===== config.mk =====
export PLATFORM = sky130hd
export DESIGN_NAME = dark_pixel_crop_box_unit
export DESIGN_NICKNAME = d
export VERILOG_FILES = /design/src/dpcb_pkg.sv /design/src/dark_pixel_crop_box_unit.sv
export SDC_FILE = /design/constraint.sdc
export NUM_CORES = 1
export LEC_CHECK = 0
export ABC_CLOCK_PERIOD_IN_PS = 18650
export BUFFER_PORTS_ARGS = -buffer_cell sky130_fd_sc_hd__buf_4
export CAP_MARGIN = 20
export CORE_AREA = 2 2 294 296
export CTS_CLUSTER_DIAMETER = 80
export CTS_CLUSTER_SIZE = 30
export DETAILED_ROUTE_END_ITERATION = 10
export DIE_AREA = 0 0 296 298
export GPL_ROUTABILITY_DRIVEN = 0
export PLACE_DENSITY = 0.43
export SETUP_SLACK_MARGIN = 0.2
export SYNTH_ARGS = -nofsm -noshare
export SYNTH_HDL_FRONTEND = slang
export SYNTH_SLANG_ARGS = --single-unit

===== constraint.sdc =====
create_clock -name clk -period 18.65 [get_ports clk]
set_input_delay 1.865 -clock clk [delete_from_list [all_inputs] [get_ports clk]]
set_output_delay 1.865 -clock clk [all_outputs]
set_load 0.05 [all_outputs]

===== src/dpcb_pkg.sv =====
// ----------------------------------------------------------------------------
// dpcb_pkg: shared definitions for the dark pixel crop box unit
// Register indexes, trim level codes, thresholds and inset reciprocals.
// ----------------------------------------------------------------------------
package dpcb_pkg;

	// default frame limits
	localparam int DEF_MAX_WIDTH  = 4096;
	localparam int DEF_MAX_HEIGHT = 4096;

	// configuration port
	localparam int CFG_IDX_W  = 2;
	localparam int CFG_DATA_W = 13;
	localparam int TRIM_W     = 3;

	localparam logic [CFG_IDX_W-1:0] CFG_IMAGE_WIDTH  = 2'd0;
	localparam logic [CFG_IDX_W-1:0] CFG_IMAGE_HEIGHT = 2'd1;
	localparam logic [CFG_IDX_W-1:0] CFG_TRIM_LEVEL   = 2'd2;

	// register reset values
	localparam logic [CFG_DATA_W-1:0] RST_IMAGE_WIDTH  = 13'd4096;
	localparam logic [CFG_DATA_W-1:0] RST_IMAGE_HEIGHT = 13'd4096;
	localparam logic [TRIM_W-1:0]     RST_TRIM_LEVEL   = 3'd2;

	// trim level codes with their own behavior, all others act as the default
	localparam logic [TRIM_W-1:0] TRIM_LIGHT  = 3'd1;
	localparam logic [TRIM_W-1:0] TRIM_MEDIUM = 3'd3;
	localparam logic [TRIM_W-1:0] TRIM_HEAVY  = 3'd4;

	localparam logic [7:0] THR_LIGHT   = 8'd250;
	localparam logic [7:0] THR_DEFAULT = 8'd234;
	localparam logic [7:0] THR_MEDIUM  = 8'd210;
	localparam logic [7:0] THR_HEAVY   = 8'd190;

	// floor(w/50) and floor(w/20) as (w * recip) >> INSET_SHIFT, exact for w < 40000
	localparam int          INSET_SHIFT = 20;
	localparam logic [31:0] RECIP_DIV50 = 32'd20972;
	localparam logic [31:0] RECIP_DIV20 = 32'd52429;

	// smallest crop dimension and width rounding step
	localparam int MIN_DIM = 4;

	// dark threshold for a trim level
	function automatic logic [7:0] level_threshold(input logic [TRIM_W-1:0] level);
		logic [7:0] thr;
		case (level)
			TRIM_LIGHT:  thr = THR_LIGHT;
			TRIM_MEDIUM: thr = THR_MEDIUM;
			TRIM_HEAVY:  thr = THR_HEAVY;
			default:     thr = THR_DEFAULT;
		endcase
		return thr;
	endfunction

endpackage


===== src/dark_pixel_crop_box_unit.sv =====
// ----------------------------------------------------------------------------
// dark_pixel_crop_box_unit: streaming auto-crop bounding box
// Tracks the box of dark pixels in a raster frame and emits one crop
// rectangle after the last pixel of each frame.
// ----------------------------------------------------------------------------
// Pixels are taken one per cycle while in_stall is low, with no gaps needed
// between frames; the position counters and the dark-pixel box are updated in
// a single register stage. At the last pixel of a frame the finished box
// moves into a three-stage result pipeline (inset and divide, clamp, rounding
// and floors) whose last stage is the output register that drives the crop
// rectangle. The output register holds a result while out_stall is high;
// pixels keep flowing until the last pixel of a frame finds all three result
// stages occupied, and only then is in_stall raised.
module dark_pixel_crop_box_unit
	import dpcb_pkg::*;
#(
	parameter int MAX_WIDTH  = DEF_MAX_WIDTH,
	parameter int MAX_HEIGHT = DEF_MAX_HEIGHT
) (
	input  logic                  clk,
	input  logic                  arst_n,
	// configuration write port
	input  logic                  cfg_we,
	input  logic [CFG_IDX_W-1:0]  cfg_index,
	input  logic [CFG_DATA_W-1:0] cfg_data,
	// pixel input
	input  logic                  in_valid,
	output logic                  in_stall,
	input  logic [7:0]            pixel,
	// crop rectangle output
	output logic                  out_valid,
	input  logic                  out_stall,
	output logic [11:0]           rect_x,
	output logic [11:0]           rect_y,
	output logic [12:0]           rect_w,
	output logic [12:0]           rect_h,
	output logic                  full_image
);

	localparam int CW = $clog2(MAX_WIDTH);
	localparam int RW = $clog2(MAX_HEIGHT);
	localparam int SZW = (CFG_DATA_W > CW + 1) ? CFG_DATA_W : CW + 1;
	localparam int SZH = (CFG_DATA_W > RW + 1) ? CFG_DATA_W : RW + 1;
	localparam logic [SZW-1:0] MAXW_V = SZW'(MAX_WIDTH);
	localparam logic [SZH-1:0] MAXH_V = SZH'(MAX_HEIGHT);
	// reciprocal product width and vertical clamp width
	localparam int PW = INSET_SHIFT + CW + 1;
	localparam int VW = ((CW > RW) ? CW : RW) + 2;

	// configuration registers
	logic [CFG_DATA_W-1:0] image_width_q;
	logic [CFG_DATA_W-1:0] image_height_q;
	logic [TRIM_W-1:0]     trim_level_q;

	always_ff @(posedge clk or negedge arst_n) begin
		if (!arst_n) begin
			image_width_q  <= RST_IMAGE_WIDTH;
			image_height_q <= RST_IMAGE_HEIGHT;
			trim_level_q   <= RST_TRIM_LEVEL;
		end else if (cfg_we) begin
			unique case (cfg_index)
				CFG_IMAGE_WIDTH:  image_width_q  <= cfg_data;
				CFG_IMAGE_HEIGHT: image_height_q <= cfg_data;
				CFG_TRIM_LEVEL:   trim_level_q   <= cfg_data[TRIM_W-1:0];
				default: ;
			endcase
		end
	end

	// effective frame size: zero acts as one, saturate at the maximum
	logic [SZW-1:0] width_ext;
	logic [SZH-1:0] height_ext;
	logic [CW:0]    frame_w;
	logic [RW:0]    frame_h;

	always_comb begin
		width_ext  = SZW'(image_width_q);
		height_ext = SZH'(image_height_q);
		if (width_ext == '0)
			frame_w = (CW+1)'(1);
		else if (width_ext > MAXW_V)
			frame_w = (CW+1)'(MAX_WIDTH);
		else
			frame_w = width_ext[CW:0];
		if (height_ext == '0)
			frame_h = (RW+1)'(1);
		else if (height_ext > MAXH_V)
			frame_h = (RW+1)'(MAX_HEIGHT);
		else
			frame_h = height_ext[RW:0];
	end

	// pipeline flow control
	logic s1_valid, s2_valid, s3_valid, out_valid_s4;
	logic s1_last, s1_fire, s1_free, s2_free, s3_free, out_free, in_xfer;

	assign out_free = !out_valid_s4 || !out_stall;
	assign s3_free  = !s3_valid || out_free;
	assign s2_free  = !s2_valid || s3_free;
	assign s1_fire  = s1_valid && (!s1_last || s2_free);
	assign s1_free  = !s1_valid || s1_fire;
	assign in_stall = !s1_free;
	assign in_xfer  = in_valid && !in_stall;

	// input register
	logic [7:0] pixel_s1;

	always_ff @(posedge clk or negedge arst_n) begin
		if (!arst_n)
			s1_valid <= 1'b0;
		else if (s1_free)
			s1_valid <= in_valid;
	end

	always_ff @(posedge clk) begin
		if (in_xfer)
			pixel_s1 <= pixel;
	end

	// position counters and dark box
	logic [CW-1:0] col_q, left_q, right_q;
	logic [RW-1:0] row_q, top_q, bottom_q;
	logic          dark_seen_q;
	logic [CW:0]   col_inc;
	logic [RW:0]   row_inc;
	logic          col_end, row_end, is_dark;
	logic [CW-1:0] left_nx, right_nx;
	logic [RW-1:0] top_nx, bottom_nx;

	always_comb begin
		col_inc   = {1'b0, col_q} + {{CW{1'b0}}, 1'b1};
		row_inc   = {1'b0, row_q} + {{RW{1'b0}}, 1'b1};
		col_end   = col_inc >= frame_w;
		row_end   = row_inc >= frame_h;
		s1_last   = col_end && row_end;
		is_dark   = pixel_s1 <= level_threshold(trim_level_q);
		left_nx   = left_q;
		right_nx  = right_q;
		top_nx    = top_q;
		bottom_nx = bottom_q;
		if (is_dark) begin
			if (!dark_seen_q) begin
				left_nx  = col_q;
				right_nx = col_q;
				top_nx   = row_q;
			end else begin
				if (col_q < left_q)
					left_nx = col_q;
				if (col_q > right_q)
					right_nx = col_q;
			end
			bottom_nx = row_q;
		end
	end

	always_ff @(posedge clk or negedge arst_n) begin
		if (!arst_n) begin
			col_q       <= '0;
			row_q       <= '0;
			left_q      <= '1;
			right_q     <= '0;
			top_q       <= '0;
			bottom_q    <= '0;
			dark_seen_q <= 1'b0;
		end else if (s1_fire) begin
			if (col_end) begin
				col_q <= '0;
				row_q <= row_end ? '0 : row_inc[RW-1:0];
			end else begin
				col_q <= col_inc[CW-1:0];
			end
			if (s1_last) begin
				left_q      <= '1;
				right_q     <= '0;
				top_q       <= '0;
				bottom_q    <= '0;
				dark_seen_q <= 1'b0;
			end else begin
				left_q      <= left_nx;
				right_q     <= right_nx;
				top_q       <= top_nx;
				bottom_q    <= bottom_nx;
				dark_seen_q <= dark_seen_q || is_dark;
			end
		end
	end

	// inset size from the trim level, constant division by reciprocal
	logic [PW-1:0] prod_div50, prod_div20;
	logic [CW:0]   inset;

	always_comb begin
		prod_div50 = PW'(frame_w) * PW'(RECIP_DIV50);
		prod_div20 = PW'(frame_w) * PW'(RECIP_DIV20);
		case (trim_level_q)
			TRIM_MEDIUM: inset = prod_div50[INSET_SHIFT +: CW+1];
			TRIM_HEAVY:  inset = prod_div20[INSET_SHIFT +: CW+1];
			default:     inset = '0;
		endcase
	end

	// stage 2: finished box of the frame
	logic [CW-1:0] left_s2, right_s2;
	logic [RW-1:0] top_s2, bottom_s2;
	logic          dark_s2;
	logic [CW:0]   inset_s2;

	always_ff @(posedge clk or negedge arst_n) begin
		if (!arst_n)
			s2_valid <= 1'b0;
		else if (s2_free)
			s2_valid <= s1_fire && s1_last;
	end

	always_ff @(posedge clk) begin
		if (s2_free && s1_fire && s1_last) begin
			left_s2   <= left_nx;
			right_s2  <= right_nx;
			top_s2    <= top_nx;
			bottom_s2 <= bottom_nx;
			dark_s2   <= dark_seen_q || is_dark;
			inset_s2  <= inset;
		end
	end

	// shrink the box by the inset without letting it invert
	logic [CW:0]   left_ins, right_lim;
	logic [VW-1:0] top_ins, bottom_lim;
	logic [CW-1:0] left_cl, right_cl;
	logic [RW-1:0] top_cl, bottom_cl;

	always_comb begin
		left_cl    = left_s2;
		right_cl   = right_s2;
		top_cl     = top_s2;
		bottom_cl  = bottom_s2;
		left_ins   = {1'b0, left_s2} + inset_s2;
		right_lim  = '0;
		top_ins    = VW'(top_s2) + VW'(inset_s2);
		bottom_lim = '0;
		if (dark_s2 && inset_s2 != '0) begin
			left_cl = (left_ins < {1'b0, right_s2}) ? left_ins[CW-1:0] : right_s2;
			right_lim = {1'b0, left_cl} + inset_s2;
			right_cl = ({1'b0, right_s2} > right_lim) ?
				CW'({1'b0, right_s2} - inset_s2) : left_cl;
			top_cl = (top_ins < VW'(bottom_s2)) ? top_ins[RW-1:0] : bottom_s2;
			bottom_lim = VW'(top_cl) + VW'(inset_s2);
			bottom_cl = (VW'(bottom_s2) > bottom_lim) ?
				RW'(VW'(bottom_s2) - VW'(inset_s2)) : top_cl;
		end
	end

	// stage 3: clamped box
	logic [CW-1:0] left_s3, right_s3;
	logic [RW-1:0] top_s3, bottom_s3;
	logic          dark_s3;

	always_ff @(posedge clk or negedge arst_n) begin
		if (!arst_n)
			s3_valid <= 1'b0;
		else if (s3_free)
			s3_valid <= s2_valid;
	end

	always_ff @(posedge clk) begin
		if (s3_free && s2_valid) begin
			left_s3   <= left_cl;
			right_s3  <= right_cl;
			top_s3    <= top_cl;
			bottom_s3 <= bottom_cl;
			dark_s3   <= dark_s2;
		end
	end

	// rectangle: blank test, width rounding, floors
	logic          blank;
	logic [CW:0]   box_w;
	logic [CW+1:0] round_w, round_end, crop_w;
	logic [RW:0]   box_h, crop_h;
	logic [31:0]   x_full, y_full, w_full, h_full;

	always_comb begin
		blank = !dark_s3 || ({1'b0, left_s3} >= frame_w) || (right_s3 == '0) ||
			({1'b0, top_s3} >= frame_h) || (bottom_s3 < top_s3);
		box_w     = {1'b0, right_s3} - {1'b0, left_s3} + {{CW{1'b0}}, 1'b1};
		round_w   = {1'b0, box_w[CW:2], 2'b00} + (CW+2)'(MIN_DIM);
		round_end = round_w + (CW+2)'(left_s3);
		crop_w    = (round_end > (CW+2)'(frame_w)) ? round_w - (CW+2)'(MIN_DIM) : round_w;
		if (crop_w < (CW+2)'(MIN_DIM))
			crop_w = (CW+2)'(MIN_DIM);
		box_h  = {1'b0, bottom_s3} - {1'b0, top_s3} + {{RW{1'b0}}, 1'b1};
		crop_h = (box_h < (RW+1)'(MIN_DIM)) ? (RW+1)'(MIN_DIM) : box_h;
		if (blank) begin
			x_full = '0;
			y_full = '0;
			w_full = 32'(frame_w);
			h_full = 32'(frame_h);
		end else begin
			x_full = 32'(left_s3);
			y_full = 32'(top_s3);
			w_full = 32'(crop_w);
			h_full = 32'(crop_h);
		end
	end

	// output register
	logic [11:0] rect_x_s4, rect_y_s4;
	logic [12:0] rect_w_s4, rect_h_s4;
	logic        full_image_s4;

	always_ff @(posedge clk or negedge arst_n) begin
		if (!arst_n)
			out_valid_s4 <= 1'b0;
		else if (out_free)
			out_valid_s4 <= s3_valid;
	end

	always_ff @(posedge clk) begin
		if (out_free && s3_valid) begin
			rect_x_s4     <= x_full[11:0];
			rect_y_s4     <= y_full[11:0];
			rect_w_s4     <= w_full[12:0];
			rect_h_s4     <= h_full[12:0];
			full_image_s4 <= blank;
		end
	end

	assign out_valid  = out_valid_s4;
	assign rect_x     = rect_x_s4;
	assign rect_y     = rect_y_s4;
	assign rect_w     = rect_w_s4;
	assign rect_h     = rect_h_s4;
	assign full_image = full_image_s4;

	// input is held back only by an occupied input register
	a_stall_needs_item: assert property (@(posedge clk) disable iff (!arst_n)
		in_stall |-> s1_valid)
		else $error("input stalled with empty input register");

	// a captured dark box is never inverted
	a_box_ordered: assert property (@(posedge clk) disable iff (!arst_n)
		(s2_valid && dark_s2) |-> (left_s2 <= right_s2 && top_s2 <= bottom_s2))
		else $error("frame box inverted at capture");

	// the inset clamp keeps the box ordered
	a_clamp_ordered: assert property (@(posedge clk) disable iff (!arst_n)
		(s3_valid && dark_s3) |-> (left_s3 <= right_s3 && top_s3 <= bottom_s3))
		else $error("inset clamp inverted the box");

	// a result enters the output only from a filled clamp stage
	a_result_source: assert property (@(posedge clk) disable iff (!arst_n)
		(out_valid && !$past(out_valid)) |-> $past(s3_valid))
		else $error("result appeared without a finished frame");

endmodule


==> impl_metrics.env, run 1 <==
export IMPL_synth_seq_cells=272
export IMPL_status="completed"
export IMPL_numClockSinks=272
export IMPL_syn_num_nets=3113
export IMPL_grt_max_degree=61
export IMPL_most_common_layout_cells="ha_1, inv_1, nand2_1"
export IMPL_startpoint_type="register"
export IMPL_max_stage_delay_ns=0.67
export IMPL_die_h_um=298
export IMPL_cts_resized=0
export IMPL_first_pass_iters=5
export IMPL_synth_area_um2=25300
export IMPL_clk_latency_ns=0.60
export IMPL_fin_setup_tns_ns=0
export IMPL_arrival_ns=9.24
export IMPL_yosys_top_cells_area="ha_1, edfxtp_1, fa_1, dfrtp_1, inv_1"
export IMPL_rows=107
export IMPL_portBuffers=80
export IMPL_worstPathRequired_ns=19.05
export IMPL_cap_violations=0
export IMPL_rsz0062_at_grt="false"
export IMPL_synth_largest_area_cell="ha_1"
export IMPL_place_inst=3733
export IMPL_synthCells=2556
export IMPL_hp_class="register to register"
export IMPL_layout_commonest_cell="ha_1"
export IMPL_p_leak_uw=0.0130
export IMPL_core_area_um2=84900
export IMPL_postCtsHoldBufs=0
export IMPL_utilization_pct=33.3
export IMPL_ios=81
export IMPL_endpoint_kind="register"
export IMPL_grt_pass1_vias=19400
export IMPL_worst_pin_slew_ns=1.06
export IMPL_finClkSkew_ns=0.0320
export IMPL_cts_tree="built"
export IMPL_drt_initial_drc_count=1089
export IMPL_antenna_found_initial=0
export IMPL_drive_above_1_share_pct=10.3
export IMPL_wl_per_cell_um=19.8
export IMPL_drv_slew=0
export IMPL_start_util_pct=29.8
export IMPL_synth_ff_type="edfxtp_1"
export IMPL_ys_warn_count=0
export IMPL_worst_path_dominant_cell_family="compound AO/OA/AOI/OAI gates"
export IMPL_ys_types=98
export IMPL_overflow=0
export IMPL_setup_viol=0
export IMPL_critical_path_class="register to register"
export IMPL_fin_nets=3174
export IMPL_vias=18600
export IMPL_period_needed_ns=8.84
export IMPL_dp_hpwl_mm=60.9
export IMPL_root_buffer="clkbuf_16"
export IMPL_crit_path_frequent_cell="a21oi_1"
export IMPL_cts_buffers=25
export IMPL_clk_pin_slew_worst_paths_ns=0.08
export IMPL_htreeDepth=1
export IMPL_power_density_nw_per_um2=163
export IMPL_antenna_cells=0
export IMPL_grt_pass1_wl_mm=116
export IMPL_relSlewSlack_pct=29.0
export IMPL_route_detailed_drc=0
export IMPL_cts_setup_buffers=0
export IMPL_synth_edff_count=166
export IMPL_viasPerCell=4.92
export IMPL_die_x_um=296
export IMPL_grt_use_total_pct=17.1
export IMPL_die_area_um2=88200
export IMPL_yosys_area_top_type_share_pct=20.3
export IMPL_synth_avg_cell_area_um2=9.91
export IMPL_max_freq_mhz=113
export IMPL_ant_nets=0
export IMPL_fin_crit_sh_pct=47.4
export IMPL_ir_drop_mv=0.0896
export IMPL_cpMaxStageDelayCell="edfxtp_1"
export IMPL_synthArstFlopShare_pct=39.0
export IMPL_clk_path_buf_depth=3
export IMPL_fin_cells=3780
export IMPL_critical_path_buf_inv_count=2
export IMPL_wl_mm=75.0
export IMPL_areaGrowthSynthToFinish_pct=11.4
export IMPL_seq_area_frac_synth_pct=30.2
export IMPL_hold_viol=0
export IMPL_critPathMaxFanout=13
## flip-flops by register name (all words and copies together), names as in the netlist, 13 cells and up
name / cells
height_ext: 13
image_width_q: 13
rect_h: 13
rect_w: 13
## synthesized netlist by cell type (6+ instances only)
cell       count
nand2_1      202
mux2i_1       31
nor2_1       111
nand2b_1      26
nor4_1        17
and3_1         8
o21ai_0      137
o31ai_1       10
ha_1         411
a211oi_1       6
clkbuf_1      53
nor2b_1       28
dfstp_2       15
inv_1        363
fa_1         118
o21bai_1      14
a22o_1        40
buf_1          7
o221ai_1       6
o211ai_1      12
mux2_2        59
xor2_1        45
or3_1         13
a21oi_1      104
a21boi_0      13
nand4_1       33
nand3_1       43
dfrtp_1       91
o22ai_1        8
or2_2          9
nor3_1        31
and2_1        10
o21a_1        23
buf_2          6
nor3b_1        6
a31oi_1       15
a2bb2oi_1     11
a21o_1        62
xnor2_1       73
or4_1          8
edfxtp_1     166
a211o_1        9
## logic make-up after synthesis
family | after synthesis | share of synthesized area [%]
AO/OA/AOI/OAI | 539 | 14.5
XOR/XNOR | 119 | 4.14
AND/OR/NAND/NOR | 570 | 11.1
multiplexers | 92 | 3.96
adder cells (fa/ha/maj) | 529 | 29.6
other | 1 | 0.0148
flip-flops | 272 | 30.2
buffers and inverters | 434 | 6.49
## layout make-up
cell class	instances	area (µm²)
multi-input cells	1850	16100
inverters	365	1370
clock buffers	26	629
repair buffers	103	773
fillers	8671	56700
clock inverters	20	277
flip-flops and latches	272	7660
well taps	1144	1430
## per-stage QoR
step	worst slack, ns	area (µm²)	power, µW	hold slack, ns
finish	9.81	28200	4590	0.484
floorplan	10.74	25300	3160	0.449
detailed placement	10.02	27300	4040	0.467
CTS	9.95	28200	4650	0.491
global placement	10.07	27300	3970	0.469
global route	9.07	28200	5120	0.504
## report_power, final
group | switching (µW) | total, µW | internal, µW
clock network | 298 | 570 | 272
registers | 109 | 912 | 803
logic | 1830 | 3110 | 1280
## path summary, 6_finish.rpt
| path | slack [ns] | cells past startpoint | startpoint | endpoint |
|---|---|---|---|---|
| worst max-delay path | 9.81 | 37 | inset_s2[1] | right_s3[5] |
| worst min-delay path | 0.48 | 1 | s2_valid | s3_valid |
| worst max register to register | 9.81 | 37 | inset_s2[1] | right_s3[5] |
| worst min register to register | 0.48 | 1 | s2_valid | s3_valid |
| max in group asynchronous | 15.91 | 2 | arst_n | image_width_q[1] |
| min in group asynchronous | 1.29 | 1 | arst_n | bottom_q[11] |
## layer usage
metal  vias up  track usage, %  wire [µm]
met4         0            4.65       2060
met3        79            2.11       2770
li1       9129               -          -
met2       304            26.5      32900
met5         -               0          0
met1      9101            24.9      37300
## worst register-to-register path, delay by kind of cell (launching register included)
family,cells,cell delay [ns]
adder cells (fa/ha/maj),5,1.72
XOR/XNOR,2,0.40
AND/OR/NAND/NOR,10,1.85
flip-flops,1,0.67
AO/OA/AOI/OAI,18,3.53
buffers and inverters,2,0.47
(Power assumes the default switching activity.)
==> run 2, diff against run 1 <==
- ABC_AREA: not set -> 1
- ABC_CLOCK_PERIOD_IN_PS: 18650 -> 9000
- CORE_AREA: 2 2 294 296 -> 2 2 297 299
- DIE_AREA: 0 0 296 298 -> 0 0 299 301
- clock period: 18.65 -> 9 ns (I/O delays scaled with it)
==> run 2 against run 1 <==
Net effect:
- utilization hardly changed
- synthesized area is 1.8% higher
- register-to-register slack got worse by 8.5 ns
- critical endpoint is now bottom_s3[0]
- sequential share of layout area down 0.47 points
==> impl_metrics.env, run 2 <==
export IMPL_synth_most_common_cell="inv_1"
export IMPL_ant_nets=0
export IMPL_worstPathRequired_ns=9.36
export IMPL_seq_area_um2=7660
export IMPL_wl_mm=75.7
export IMPL_finClkSkew_ns=0.0712
export IMPL_arrival_ns=8.05
export IMPL_timing_rr_start="inset_s2[0]"
export IMPL_p_leak_uw=0.0142
export IMPL_preCtsSetupSlack_ns=1.31
export IMPL_cts_resized=0
export IMPL_max_freq_mhz=130
export IMPL_critical_path_class="register to register"
export IMPL_power_frac_comb_pct=65.5
export IMPL_endpoint_kind="register"
export IMPL_most_common_layout_cells="inv_1, nand2_1, ha_1"
export IMPL_portBuffers=80
export IMPL_grt_pass1_wl_mm=117
export IMPL_yosys_top_cells_area="ha_1, edfxtp_1, fa_1, inv_1, dfrtp_1"
export IMPL_synthCells=3058
export IMPL_first_pass_iters=5
export IMPL_grt_use_total_pct=16.9
export IMPL_ios=81
export IMPL_areaGrowthSynthToFinish_pct=11.3
export IMPL_synth_ff_type="edfxtp_1"
export IMPL_ys_warn_count=0
export IMPL_core_area_um2=86500
export IMPL_wl_per_cell_um=17.6
export IMPL_synth_edff_count=166
export IMPL_p_switching_uw=4400
export IMPL_cts_setup_buffers=0
export IMPL_htreeDepth=1
export IMPL_period_needed_ns=7.69
export IMPL_syn_num_nets=3615
export IMPL_relSlewSlack_pct=32.3
export IMPL_clk_pin_slew_worst_paths_ns=0.10
export IMPL_ir_drop_mv=0.189
export IMPL_pwr_share_seq_pct=21.3
export IMPL_clk_path_buf_depth=3
export IMPL_cts_buffers=25
export IMPL_die_area_um2=90000
export IMPL_startpoint_type="register"
export IMPL_critPathMaxFanout=18
export IMPL_intPower_uw=4330
export IMPL_setup_viol=0
export IMPL_hold_viol=0
export IMPL_cts_tree="built"
export IMPL_antenna_found_initial=3
export IMPL_drt_initial_drc_count=1024
export IMPL_root_buffer="clkbuf_16"
export IMPL_synth_area_um2=25800
export IMPL_hp_class="input pin to asynchronous set/reset pin"
export IMPL_worstSetupStartpoint="inset_s2[0]"
export IMPL_cpMaxStageDelayCell="edfxtp_1"
export IMPL_layout_commonest_cell="inv_1"
export IMPL_p_clk_share_pct=13.2
export IMPL_rows=108
export IMPL_fin_ws_ns=1.31
export IMPL_fin_nets=3687
export IMPL_synth_top_cells_by_count="inv_1, nand2_1, ha_1"
export IMPL_fin_setup_tns_ns=0
export IMPL_rsz0062_at_grt="false"
export IMPL_drv_slew=0
export IMPL_grt_pass1_vias=19600
export IMPL_grt_max_degree=59
export IMPL_die_x_um=299
export IMPL_multiInputGateArea_um2=15600
export IMPL_cap_violations=0
export IMPL_power_density_nw_per_um2=304
export IMPL_die_h_um=301
export IMPL_seq_area_frac_synth_pct=29.7
export IMPL_max_stage_delay_ns=0.53
export IMPL_p_sw_share_pct=50.4
export IMPL_postCtsHoldBufs=0
export IMPL_synthArstFlopShare_pct=39.0
export IMPL_synth_seq_cells=272
export IMPL_crit_path_frequent_cell="nand2_1"
export IMPL_yosys_area_top_type_share_pct=19.9
export IMPL_clk_latency_ns=0.62
export IMPL_antenna_cells=0
export IMPL_status="completed"
export IMPL_route_detailed_drc=0
export IMPL_numClockSinks=272
export IMPL_dp_hpwl_mm=63.0
export IMPL_overflow=0
export IMPL_vias=20000
export IMPL_start_util_pct=29.8
export IMPL_worst_pin_slew_ns=1.02
export IMPL_synth_avg_cell_area_um2=8.44
export IMPL_synth_largest_area_cell="ha_1"
export IMPL_ys_types=59
export IMPL_viasPerCell=4.64
export IMPL_fillers=9166
export IMPL_fin_crit_sh_pct=85.4
export IMPL_drive_above_1_share_pct=6.92
## run 2: changes by cell type in the layout (fill, tap and decap cells not counted), sizes merged, moves of 47 or more
cell,change
a21o,-53
nand3,+91
nand2,+313
a21oi,+62
mux2,-59
inv,+252
xnor2,-47
o21ai,+95
## run 2: worst max-delay path, delay by kind of cell, from the launching register on
kind,cells,cell delay (ns)
buffers and inverters,4,0.75
adders and majority gates,5,1.59
and+or+nand+nor,13,1.55
AOI/OAI and AO/OA,14,2.63
xor gates and xnor gates,2,0.35
DFF,1,0.53
## run 2: layout make-up
cell class              count  share of cell area (%)
multi-input cells        2106                    54.4
flip-flops and latches    272                    26.7
inverters                 619                    8.09
well taps                1155                    5.03
repair buffers            106                    2.77
clock buffers              29                    2.27
clock inverters            17                   0.815
## run 2: kinds of logic (layout without fill, tap and decap cells)
| logic type | after synthesis | in the layout | synth area share, % |
|---|---|---|---|
| and+or+nand+nor | 901 | 901 | 15.0 |
| buffers and inverters | 680 | 771 | 9.98 |
| AOI/OAI and AO/OA | 570 | 570 | 12.5 |
| adders and majority gates | 529 | 529 | 29.1 |
| DFF | 272 | 272 | 29.7 |
| xor gates and xnor gates | 105 | 105 | 3.75 |
| other | 1 | 1 | 0.0145 |
## run 2: power groups by stage
| stage | Combinational [µW] | Clock (µW) | Sequential (µW) |
|---|---|---|---|
| after floorplan | 4190 | 0 | 1900 |
| after CTS | 5760 | 1200 | 1860 |
| after global routing | 6650 | 1240 | 1890 |
| after global placement | 5740 | 0 | 1890 |
| final | 5720 | 1150 | 1860 |
| after detailed placement | 5730 | 0 | 1890 |
## run 2: worst paths after layout
path                            depth (start not counted)  slack, ns                to
worst max register to register                         38       1.31      bottom_s3[0]
worst min register to register                          2       0.48          top_q[3]
min in group clk                                        2       0.48          top_q[3]
max in group asynchronous                               2       7.25  image_width_q[9]
worst min-delay path                                    1       0.29         out_valid
worst max-delay path                                   38       1.31      bottom_s3[0]
## run 2: stage by stage
step	cells	power, µW	hold slack [ns]	area, µm²	util [%]
floorplan	3058	6090	0.418	25800	-
global placement	4258	7630	0.457	27800	32.2
detailed placement	4258	7610	0.459	27800	32.2
CTS	4304	8830	0.296	28700	33.2
global route	4304	9780	0.325	28700	33.2
finish	4304	8730	0.294	28700	33.2
## run 2: layer usage
metal / vias up / wire length [µm] / GRT usage [%]
met5: - / 0 / 0
met3: 67 / 3010 / 1.84
met4: 0 / 1390 / 3.42
met2: 310 / 32200 / 25.9
li1: 10300 / - / -
met1: 9297 / 39100 / 25.4
